**src/hdl/cct_pkg.sv**
```systemverilog
// ----------------------------------------------------------------------------
// cct_pkg
// Types, limits and the month-length table for the calendar clock.
// ----------------------------------------------------------------------------
package cct_pkg;

  // Field widths
  localparam int unsigned WdayW = 3;
  localparam int unsigned DayW  = 5;
  localparam int unsigned MonW  = 4;
  localparam int unsigned YearW = 7;
  localparam int unsigned HourW = 5;
  localparam int unsigned MinW  = 6;
  localparam int unsigned SecW  = 6;

  // Packed time word width, padded up to whole bytes on the bus
  localparam int unsigned TimeW = WdayW + DayW + MonW + YearW + HourW + MinW + SecW;
  localparam int unsigned BusW  = ((TimeW + 7) / 8) * 8;

  // Top values at which each counter rolls over
  localparam logic [SecW-1:0]  SecTop  = SecW'(59);
  localparam logic [MinW-1:0]  MinTop  = MinW'(59);
  localparam logic [HourW-1:0] HourTop = HourW'(23);
  localparam logic [WdayW-1:0] WdayTop = WdayW'(6);
  localparam logic [MonW-1:0]  MonTop  = MonW'(12);
  localparam logic [YearW-1:0] YearTop = YearW'(99);
  localparam logic [MonW-1:0]  MonFeb  = MonW'(2);

  // Reset time: Saturday, January 1st, year 0, midnight
  localparam logic [DayW-1:0]  DayFirst = DayW'(1);
  localparam logic [MonW-1:0]  MonFirst = MonW'(1);

  // Item kind carried on tuser
  typedef enum logic {
    ReqTick = 1'b0,
    ReqLoad = 1'b1
  } req_e;

  // Complete time of day and date
  typedef struct packed {
    logic [WdayW-1:0] weekday;
    logic [DayW-1:0]  day;
    logic [MonW-1:0]  month;
    logic [YearW-1:0] year;
    logic [HourW-1:0] hour;
    logic [MinW-1:0]  minute;
    logic [SecW-1:0]  second;
  } cct_time_t;

  localparam cct_time_t TimeReset = '{
    weekday: '0, day: DayFirst, month: MonFirst, year: '0,
    hour: '0, minute: '0, second: '0
  };

  // Days in a month; codes 0 and 13..15 count as 31 days
  function automatic logic [DayW-1:0] month_days(input logic [MonW-1:0] month,
                                                 input logic [YearW-1:0] year);
    logic [DayW-1:0] len;
    case (month)
      4'd2:                  len = DayW'(28);
      4'd4, 4'd6, 4'd9, 4'd11: len = DayW'(30);
      default:               len = DayW'(31);
    endcase
    // leap February every fourth year
    if (month == MonFeb && year[1:0] == 2'b00) begin
      len = DayW'(29);
    end
    return len;
  endfunction

endpackage

```
**src/hdl/calendar_clock_tick.sv**
```systemverilog
// ----------------------------------------------------------------------------
// calendar_clock_tick
// Real-time clock with calendar; each item ticks one second or loads the time.
// ----------------------------------------------------------------------------
// An accepted item passes the input register, then the time register, which
// drives the result word; a full result slot holds it in the input register.
// Throughput: one item per cycle unless the result side stalls; the input
// register feeds the next-time logic, whose result lands in the time register that drives tdata.
// Reset: asynchronous, active low; both sides empty, time set to Saturday,
// day 1, month 1, year 0, 00:00:00.
module calendar_clock_tick
  import cct_pkg::*;
(
  input  logic            clk_i,
  input  logic            rst_ni,
  // input side
  input  logic            s_axis_tvalid,
  output logic            s_axis_tready,
  // tdata: load_weekday, load_day, load_month, load_year,
  //        load_hour, load_minute, load_second, zero pad
  input  logic [BusW-1:0] s_axis_tdata,
  // tuser: req_type
  input  logic            s_axis_tuser,
  // result side
  output logic            m_axis_tvalid,
  input  logic            m_axis_tready,
  // tdata: weekday, day, month, year, hour, minute, second, zero pad
  output logic [BusW-1:0] m_axis_tdata
);

  localparam int unsigned PadW = BusW - TimeW;

  logic      in_valid_q;
  logic      in_valid_d;
  req_e      req_q;
  cct_time_t load_q;
  cct_time_t load_in;
  logic      out_valid_q;
  logic      out_valid_d;
  cct_time_t time_q;
  cct_time_t time_d;
  logic      advance;
  logic      in_take;

  // Unpack the input word, lowest field first
  assign load_in.weekday = s_axis_tdata[2:0];
  assign load_in.day     = s_axis_tdata[7:3];
  assign load_in.month   = s_axis_tdata[11:8];
  assign load_in.year    = s_axis_tdata[18:12];
  assign load_in.hour    = s_axis_tdata[23:19];
  assign load_in.minute  = s_axis_tdata[29:24];
  assign load_in.second  = s_axis_tdata[35:30];

  // Handshake: item moves on when the result slot is free or being drained
  assign advance       = in_valid_q && (!out_valid_q || m_axis_tready);
  assign s_axis_tready = !in_valid_q || advance;
  assign in_take       = s_axis_tvalid && s_axis_tready;

  assign in_valid_d  = in_take ? 1'b1 : (advance ? 1'b0 : in_valid_q);
  assign out_valid_d = advance ? 1'b1 : (m_axis_tready ? 1'b0 : out_valid_q);

  // Next time from the held item
  cct_next u_next (
    .cur_i  (time_q),
    .req_i  (req_q),
    .load_i (load_q),
    .nxt_o  (time_d)
  );

  // Control and time registers
  always_ff @(posedge clk_i or negedge rst_ni) begin
    if (!rst_ni) begin
      in_valid_q  <= 1'b0;
      out_valid_q <= 1'b0;
      time_q      <= TimeReset;
    end else begin
      in_valid_q  <= in_valid_d;
      out_valid_q <= out_valid_d;
      if (advance) begin
        time_q <= time_d;
      end
    end
  end

  // Input payload register
  always_ff @(posedge clk_i) begin
    if (in_take) begin
      req_q  <= req_e'(s_axis_tuser);
      load_q <= load_in;
    end
  end

  // Result word: the time register itself
  assign m_axis_tvalid = out_valid_q;
  assign m_axis_tdata  = {{PadW{1'b0}}, time_q.second, time_q.minute, time_q.hour,
                          time_q.year, time_q.month, time_q.day, time_q.weekday};

`ifndef NO_ASSERTIONS
  // Time only changes when an item moves into the result slot
  a_time_hold: assert property (@(posedge clk_i) disable iff (!rst_ni)
    !advance |=> $stable(time_q))
    else $error("time changed without an item");

  // A held item with a free result slot always moves on
  a_progress: assert property (@(posedge clk_i) disable iff (!rst_ni)
    (in_valid_q && !out_valid_q) |=> out_valid_q)
    else $error("item stuck in input register");

  // A load takes every field as given
  a_load: assert property (@(posedge clk_i) disable iff (!rst_ni)
    (advance && req_q == ReqLoad) |=> time_q == $past(load_q))
    else $error("load not applied");

  // A tick below the minute boundary only bumps the second
  a_tick_sec: assert property (@(posedge clk_i) disable iff (!rst_ni)
    (advance && req_q == ReqTick && time_q.second < SecTop) |=>
      (time_q.second == $past(time_q.second) + SecW'(1)) &&
      (time_q.minute == $past(time_q.minute)))
    else $error("second tick wrong");
`endif

endmodule

```
**src/hdl/cct_next.sv**
```systemverilog
// ----------------------------------------------------------------------------
// cct_next
// Next-time logic: one-second advance with cascaded rollover, or load.
// ----------------------------------------------------------------------------
module cct_next
  import cct_pkg::*;
(
  input  cct_time_t cur_i,
  input  req_e      req_i,
  input  cct_time_t load_i,
  output cct_time_t nxt_o
);

  logic            sec_wrap;
  logic            min_wrap;
  logic            hour_wrap;
  logic            month_end;
  logic [DayW-1:0] dim;
  cct_time_t       tick;

  assign sec_wrap  = (cur_i.second >= SecTop);
  assign min_wrap  = (cur_i.minute >= MinTop);
  assign hour_wrap = (cur_i.hour >= HourTop);
  assign dim       = month_days(cur_i.month, cur_i.year);
  assign month_end = (cur_i.day >= dim);

  // Cascaded second / minute / hour / date advance
  always_comb begin
    tick = cur_i;
    if (!sec_wrap) begin
      tick.second = cur_i.second + SecW'(1);
    end else begin
      tick.second = '0;
      if (!min_wrap) begin
        tick.minute = cur_i.minute + MinW'(1);
      end else begin
        tick.minute = '0;
        if (!hour_wrap) begin
          tick.hour = cur_i.hour + HourW'(1);
        end else begin
          // midnight: new day
          tick.hour    = '0;
          tick.weekday = (cur_i.weekday >= WdayTop) ? '0 : cur_i.weekday + WdayW'(1);
          if (!month_end) begin
            tick.day = cur_i.day + DayW'(1);
          end else begin
            tick.day = DayFirst;
            if (cur_i.month >= MonTop) begin
              tick.month = MonFirst;
              tick.year  = (cur_i.year >= YearTop) ? '0 : cur_i.year + YearW'(1);
            end else begin
              tick.month = cur_i.month + MonW'(1);
            end
          end
        end
      end
    end
  end

  assign nxt_o = (req_i == ReqLoad) ? load_i : tick;

endmodule
```
**config.mk**
```make
export PLATFORM = sky130hd
export DESIGN_NAME = calendar_clock_tick
export DESIGN_NICKNAME = d
export VERILOG_FILES = /design/src/hdl/cct_pkg.sv /design/src/hdl/calendar_clock_tick.sv /design/src/hdl/cct_next.sv
export SDC_FILE = /design/constraint.sdc
export NUM_CORES = 1
export LEC_CHECK = 0
export BUFFER_PORTS_ARGS = -buffer_cell sky130_fd_sc_hd__buf_4
export CORE_AREA = 2 2 87 89
export DETAILED_ROUTE_END_ITERATION = 8
export DIE_AREA = 0 0 89 91
export PLACE_DENSITY = 0.74
export SYNTH_ARGS = -nofsm -noshare
export SYNTH_HDL_FRONTEND = slang
export SYNTH_SLANG_ARGS = --single-unit
```
**constraint.sdc**
```tcl
create_clock -name clk_i -period 3 [get_ports clk_i]
set_clock_uncertainty 0.05 [all_clocks]
set_input_delay 0.6 -clock clk_i [delete_from_list [all_inputs] [get_ports clk_i]]
set_output_delay 0.6 -clock clk_i [all_outputs]
set_load 0.02 [all_outputs]
```
# Word-level counts from Yosys, hierarchy flattened
# Cells that the tools add are included.
word_totals:
  ff_bits: 75
  out_inout_bits: 42
  word_cells: 76
classes:
  n_addsub: 7
  magnitude_cmp: 7
  eq_ne: 5
  mux: 19
  reduce_logical: 21
ops:
  columns: ["op", "n"]
  rows:
  - ["2-to-1 mux 36 bit", 1]
  - ["2-to-1 mux 30 bit", 1]
  - ["2-to-1 mux 24 bit", 1]
  - ["2-to-1 mux 19 bit", 1]
  - ["2-to-1 mux 7 bit", 2]
  - ["nonzero test 2 bit", 7]
  - ["adder 6 x 1 -> 6 bit (second input constant)", 2]
  - [">= comparator 6 bit (second input constant)", 2]
  - ["2-to-1 mux 6 bit", 2]
  - ["2-to-1 mux 11 bit", 1]
  - ["adder 5 x 1 -> 5 bit (second input constant)", 2]
  - ["2-to-1 mux 5 bit", 2]
  - ["== test 4 x 3 -> 1 bit (second input constant)", 2]
  - ["== test 4 bit (second input constant)", 2]
  - ["adder 7 x 1 -> 7 bit (second input constant)", 1]
  - [">= comparator 7 bit (second input constant)", 1]
  - ["AND reduction 6 bit", 1]
  - [">= comparator 5 bit", 1]
  - [">= comparator 5 bit (second input constant)", 1]
  - ["AND reduction 5 bit", 1]
  - ["adder 4 x 1 -> 4 bit (second input constant)", 1]
  - ["== test 4 x 2 -> 1 bit (second input constant)", 1]
  - [">= comparator 4 bit (second input constant)", 1]
  - ["2-to-1 mux 1 bit", 4]
  - ["14 further kinds", 18]

# Logic depth before layout (Yosys ltp)
depth:
  word_depth: 10
  ltp_mapped: 12
  ltp_nobuf: 11

# Cells and area by module
# A second synthesis with hierarchy kept.
unflattened:
  hier_cells: 367
  hier_area_um2: 4195.3
by_module_without_submodules:
  columns: ["module", "instances", "cells_each", "area_each_um2", "seq_area_each_um2"]
  rows:
  - ["calendar_clock_tick", 1, 125, 2728.9, 2064.5]
  - ["cct_next", 1, 242, 1466.4, 0.0]

# Worst setup path before layout
# Ideal clock, no wire load.
synth_timing:
  kind: "flip-flop to flip-flop"
  from: "reg time_q (netlist bit m_axis_tdata[8])"
  to: "reg time_q (netlist bit m_axis_tdata[13])"
  setup_time_ns: 0.125
  t_arrival_ns: 2.659
  required_time_ns: 2.825
  slack_ns: 0.166
  stages_incl_launch_ff: 13
  path_cell_list: "dfstp_2 -> inv_1 -> ha_1 -> o21ai_0 -> o21ai_0 -> a21oi_1 -> ha_1 -> nand2b_1 -> a21oi_1 -> o21ai_1 -> or3b_1 -> buf_6 -> mux2_4"
synth_via:
  elab_chain_len: 7
  elab_cells_between_ends: 14
  cone_classes: "2 x order compare; 5 x eq/ne; 2 x mux; 5 x reduce/logical"
synth_rtl:
  columns: ["item", "line_no", "source"]
  rows:
  - ["start, declared", "calendar_clock_tick.sv:40", "cct_time_t time_q;"]
  - ["start signal, assigned", "calendar_clock_tick.sv:75", "time_q <= TimeReset;"]
  - ["start signal, assigned", "calendar_clock_tick.sv:80", "time_q <= time_d;"]
  - ["== test 4 x 3 -> 1 bit or == test 4 bit (tied branches)", "cct_pkg.sv:59", "case (month)"]
  - ["OR reduction 4 bit", "cct_pkg.sv:59", null]
  - ["case mux 2 bit (2 select lines)", "cct_pkg.sv:59", null]
  - ["2-to-1 mux 2 bit", "cct_pkg.sv:65", "if (month == MonFeb && year[1:0] == 2'b00) begin"]
  - [">= comparator 5 bit", "cct_next.sv:25", "assign month_end = (cur_i.day >= dim);"]
  - ["nonzero test 2 bit (no line)", null, null]
  - ["AND reduction 6 bit (no line) (*)", null, null]
# Every way passes the cells marked *; elsewhere a longest branch is shown, timed or not.
# A chain may end at the register's enable or synchronous reset.

# Worst setup path after layout
layout_timing:
  from: "reg time_q (netlist bit m_axis_tdata[8])"
  to: "reg time_q (netlist bit m_axis_tdata[14])"
# Same word-level chain as after synthesis.

==> flow_summary.json <==
{
  "dr.pass1.iters": 4,
  "tns_ns": 0,
  "cts_tree": "done",
  "grt_max_degree": 52,
  "ys_seq_area_frac": 0.560,
  "synthArstFlopShare": 0.507,
  "cts_hold_buf": 0,
  "io_pins": 87,
  "crit_path_max_incr_delay_ns": 0.58,
  "dr_total_vias": 2793,
  "setup_viol": 0,
  "grt_usage": 0.199,
  "die-area_um2": 8100,
  "ys_ff_latch": 75,
  "antenna_found_initial": 0,
  "drv_slew": 0,
  "yosys-top-cells-area": "edfxtp_1 (30%), dfrtp_1 (24%), ha_1 (4.8%)",
  "diodes": 0,
  "r2r-end": "m_axis_tdata[14]",
  "muxShareOfSynthArea": 0.0441,
  "relSlewSlack": 0.463,
  "r2r_cells": 11,
  "yosys.area_share.simple": 0.126,
  "cts-buffers-inserted": 9,
  "maxCapViolations": 0,
  "drive_gt1_frac": 0.280,
  "p_sw_uw": 1370,
  "drcViolationCount": 0,
  "ant_nets": 0,
  "clkLatencyLatePin_ns": 0.34,
  "nets": 465,
  "path_clk_slew_ns": 0.08,
  "cp-endpoint": "m_axis_tdata[14]",
  "yosysUniqueCellTypes": 52,
  "rows": 31,
  "hold_class": "input pin to asynchronous set/reset pin",
  "via_per_inst": 5.48,
  "hpwlAfterDp_um": 5370,
  "cell_internal_pwr_uw": 2220,
  "reg2reg_slack_ns": 0.19,
  "grt_pass1_wl_um": 12400,
  "synth-xor-area-share": 0.00713,
  "area_growth_pct": 22.9,
  "synth_cells": 326,
  "setup.worst_path.start": "m_axis_tdata[8]",
  "wl_per_cell_um": 15.4,
  "grt_setup_unrepaired": "no",
  "clock_power_share": 0.187,
  "final_hold_viol_count": 0,
  "pwr-share-comb": 0.367,
  "synth-adder-area-share": 0.0475,
  "yosysTopAreaCellShare": 0.301,
  "syn_area_per_cell_um2": 11.3,
  "r2r_start": "m_axis_tdata[8]",
  "p_seq_frac": 0.446,
  "crit_arrival_ns": 2.99,
  "swShare": 0.381,
  "synth_top_family_by_area": "compound AO/OA/AOI/OAI gates",
  "fmax_mhz": 356,
  "synth-compound-area-share": 0.177,
  "fin_crit_ns": 2.81,
  "cts_num_sinks": 75,
  "htreeDepth": 3,
  "die_y_um": 91,
  "core_um2": 7140,
  "ir_drop_mv": 0.337,
  "synth_edf_count": 37,
  "power_density_nw_per_um2": 793,
  "crit_slowest_cell": "dfstp_2",
  "gp_congestion": 0.767,
  "fp.dieW_um": 89,
  "synth-main-ff-cell": "edfxtp_1",
  "p_total_uw": 3590,
  "cts-root-buf": "clkbuf_8",
  "grt_remaining_overflow": 0,
  "critPathLaunchType": "flop",
  "synth_area_um2": 3690,
  "ys_warn_count": 0,
  "p_leak_uw": 0.00196,
  "first_global_vias": 2611,
  "path_class": "flop to flop",
  "endpoint_kind": "flop",
  "status": "complete, no violations",
  "fillCellCount": 616,
  "cp_cell_sequence": "inv_1 > ha_1 > o21ai_0 > o21ai_0 > a21oi_1 > ha_1 > nand2b_1 > a21oi_1 > o21ai_1 > or3b_4 > mux2_4",
  "drt-total-wl_um": 7830,
  "cts_buffer_depth": 2,
  "cp.required_ns": 3.18,
  "initial_utilization": 0.516,
  "yosysTopAreaCell": "edfxtp_1",
  "first_iter_violations": 124,
  "numPortBuffers": 78,
  "period_share": 0.936,
  "worst_pin_slew_ns": 0.803,
  "cp_max_fo": 7
}
==> power groups by stage <==
stage	Clock (uW)	Combinational, uW	Sequential [uW]
detailed placement	0	1320	1620
floorplan	0	662	1760
finish	673	1320	1600
global route	725	1450	1640
global placement	0	1270	1610
CTS	688	1330	1600
==> cells in the final DEF, fill, tap and decap left out, types with 3 or more instances in the layout <==
cell / synthesis / layout
a211oi_1: 3 / 3
a21oi_1: 17 / 17
a22o_1: 4 / 4
a22oi_1: 11 / 11
a31oi_1: 7 / 7
and3_1: 8 / 8
buf_4: 4 / 84
clkbuf_8: 0 / 9
clkinvlp_4: 0 / 3
conb_1: 1 / 4
dfrtp_1: 36 / 36
edfxtp_1: 37 / 37
ha_1: 14 / 14
inv_1: 12 / 12
mux2_4: 6 / 6
mux2i_1: 5 / 5
nand2_1: 27 / 27
nand2b_1: 9 / 9
nand3_1: 10 / 10
nor2_1: 16 / 16
nor2b_1: 3 / 3
nor3_1: 4 / 4
nor3b_1: 3 / 3
o211ai_1: 4 / 4
o21ai_0: 35 / 35
o21bai_1: 3 / 3
o2bb2ai_1: 4 / 4
==> cells by family (layout without fill, tap and decap cells) <==
logic type / Yosys count / count (layout)
AOI/OAI and AO/OA: 99 / 99
and+or+nand+nor: 91 / 91
DFF: 75 / 75
buffers and inverters: 30 / 112
adders and majority gates: 14 / 14
muxes: 13 / 13
xor gates and xnor gates: 3 / 3
other: 1 / 4
==> final cells by class <==
cell class	count	area (um2)	area share
clock buffer	9	124	0.0273
clock inverter	7	45.0	0.00994
inverter	12	45.0	0.00994
multi-input combinational	224	1500	0.331
sequential	75	2060	0.456
tap	99	124	0.0273
timing repair buffer	84	631	0.139
==> timing repair <==
item | CTS | global route
resized for setup | 0 | 1
endpoints found under the setup margin | 0 | 7
buffers inserted | 0 | 1
==> cell usage after synthesis, drive strengths merged, types with 4 or more instances <==
cell	count
a21oi	17
a22o	4
a22oi	11
a31oi	8
and3	8
buf	8
clkbuf	10
dfrtp	36
edfxtp	37
ha	14
inv	12
mux2	8
mux2i	5
nand2	27
nand2b	9
nand3	10
nor2	17
nor3	4
o211ai	4
o21ai	36
o2bb2ai	4
==> how the worst min path moves through the flow <==
stage / start / end / depth (start not counted)
floorplan: rst_ni / in_valid_q / 0
global placement: load_q[8] / m_axis_tdata[26] / 2
detailed placement: load_q[8] / m_axis_tdata[26] / 2
CTS: rst_ni / m_axis_tdata[12] / 1
global route: rst_ni / m_axis_tdata[2] / 1
finish: rst_ni / m_axis_tdata[18] / 1
==> metal layers <==
metal / global-route usage / routed length [um] / vias up
met5: 0 / 0 / -
met4: 0.0572 / 93 / 0
met3: 0.0527 / 465 / 10
met2: 0.320 / 3880 / 81
met1: 0.264 / 3390 / 1338
li1: - / - / 1364
==> per-stage QoR <==
| stage | cell area (um2) | cells | setup WS (ns) | utilization | hold WS [ns] |
|---|---|---|---|---|---|
| 2_1_floorplan | 3700 | 329 | 0.166 | - | 0.254 |
| 3_3_place_gp | 4350 | 493 | 0.243 | 0.610 | 0.399 |
| 3_5_place_dp | 4350 | 493 | 0.102 | 0.610 | 0.399 |
| 4_1_cts | 4520 | 509 | 0.0558 | 0.633 | 0.182 |
| 5_1_grt | 4530 | 510 | 0.00397 | 0.635 | 0.209 |
| 6_report | 4530 | 510 | 0.192 | 0.635 | 0.170 |
==> worst max-delay path: cells and delay by family, from the launching register on <==
family / cells / cell delay, ns
AND/OR/NAND/NOR: 2 / 0.58
AO/OA/AOI/OAI: 5 / 0.69
adder cells (fa/ha/maj): 2 / 0.37
flip-flops: 1 / 0.58
buffers and inverters: 1 / 0.09
multiplexers: 1 / 0.32
==> state kept, by name (all words and copies together), names as in the netlist <==
name and count:
load_q 36, in_valid_q 1, m_axis_tvalid 1, req_q 1
m_axis_tdata 36
No activity file was read; power rests on OpenSTA's default activity.
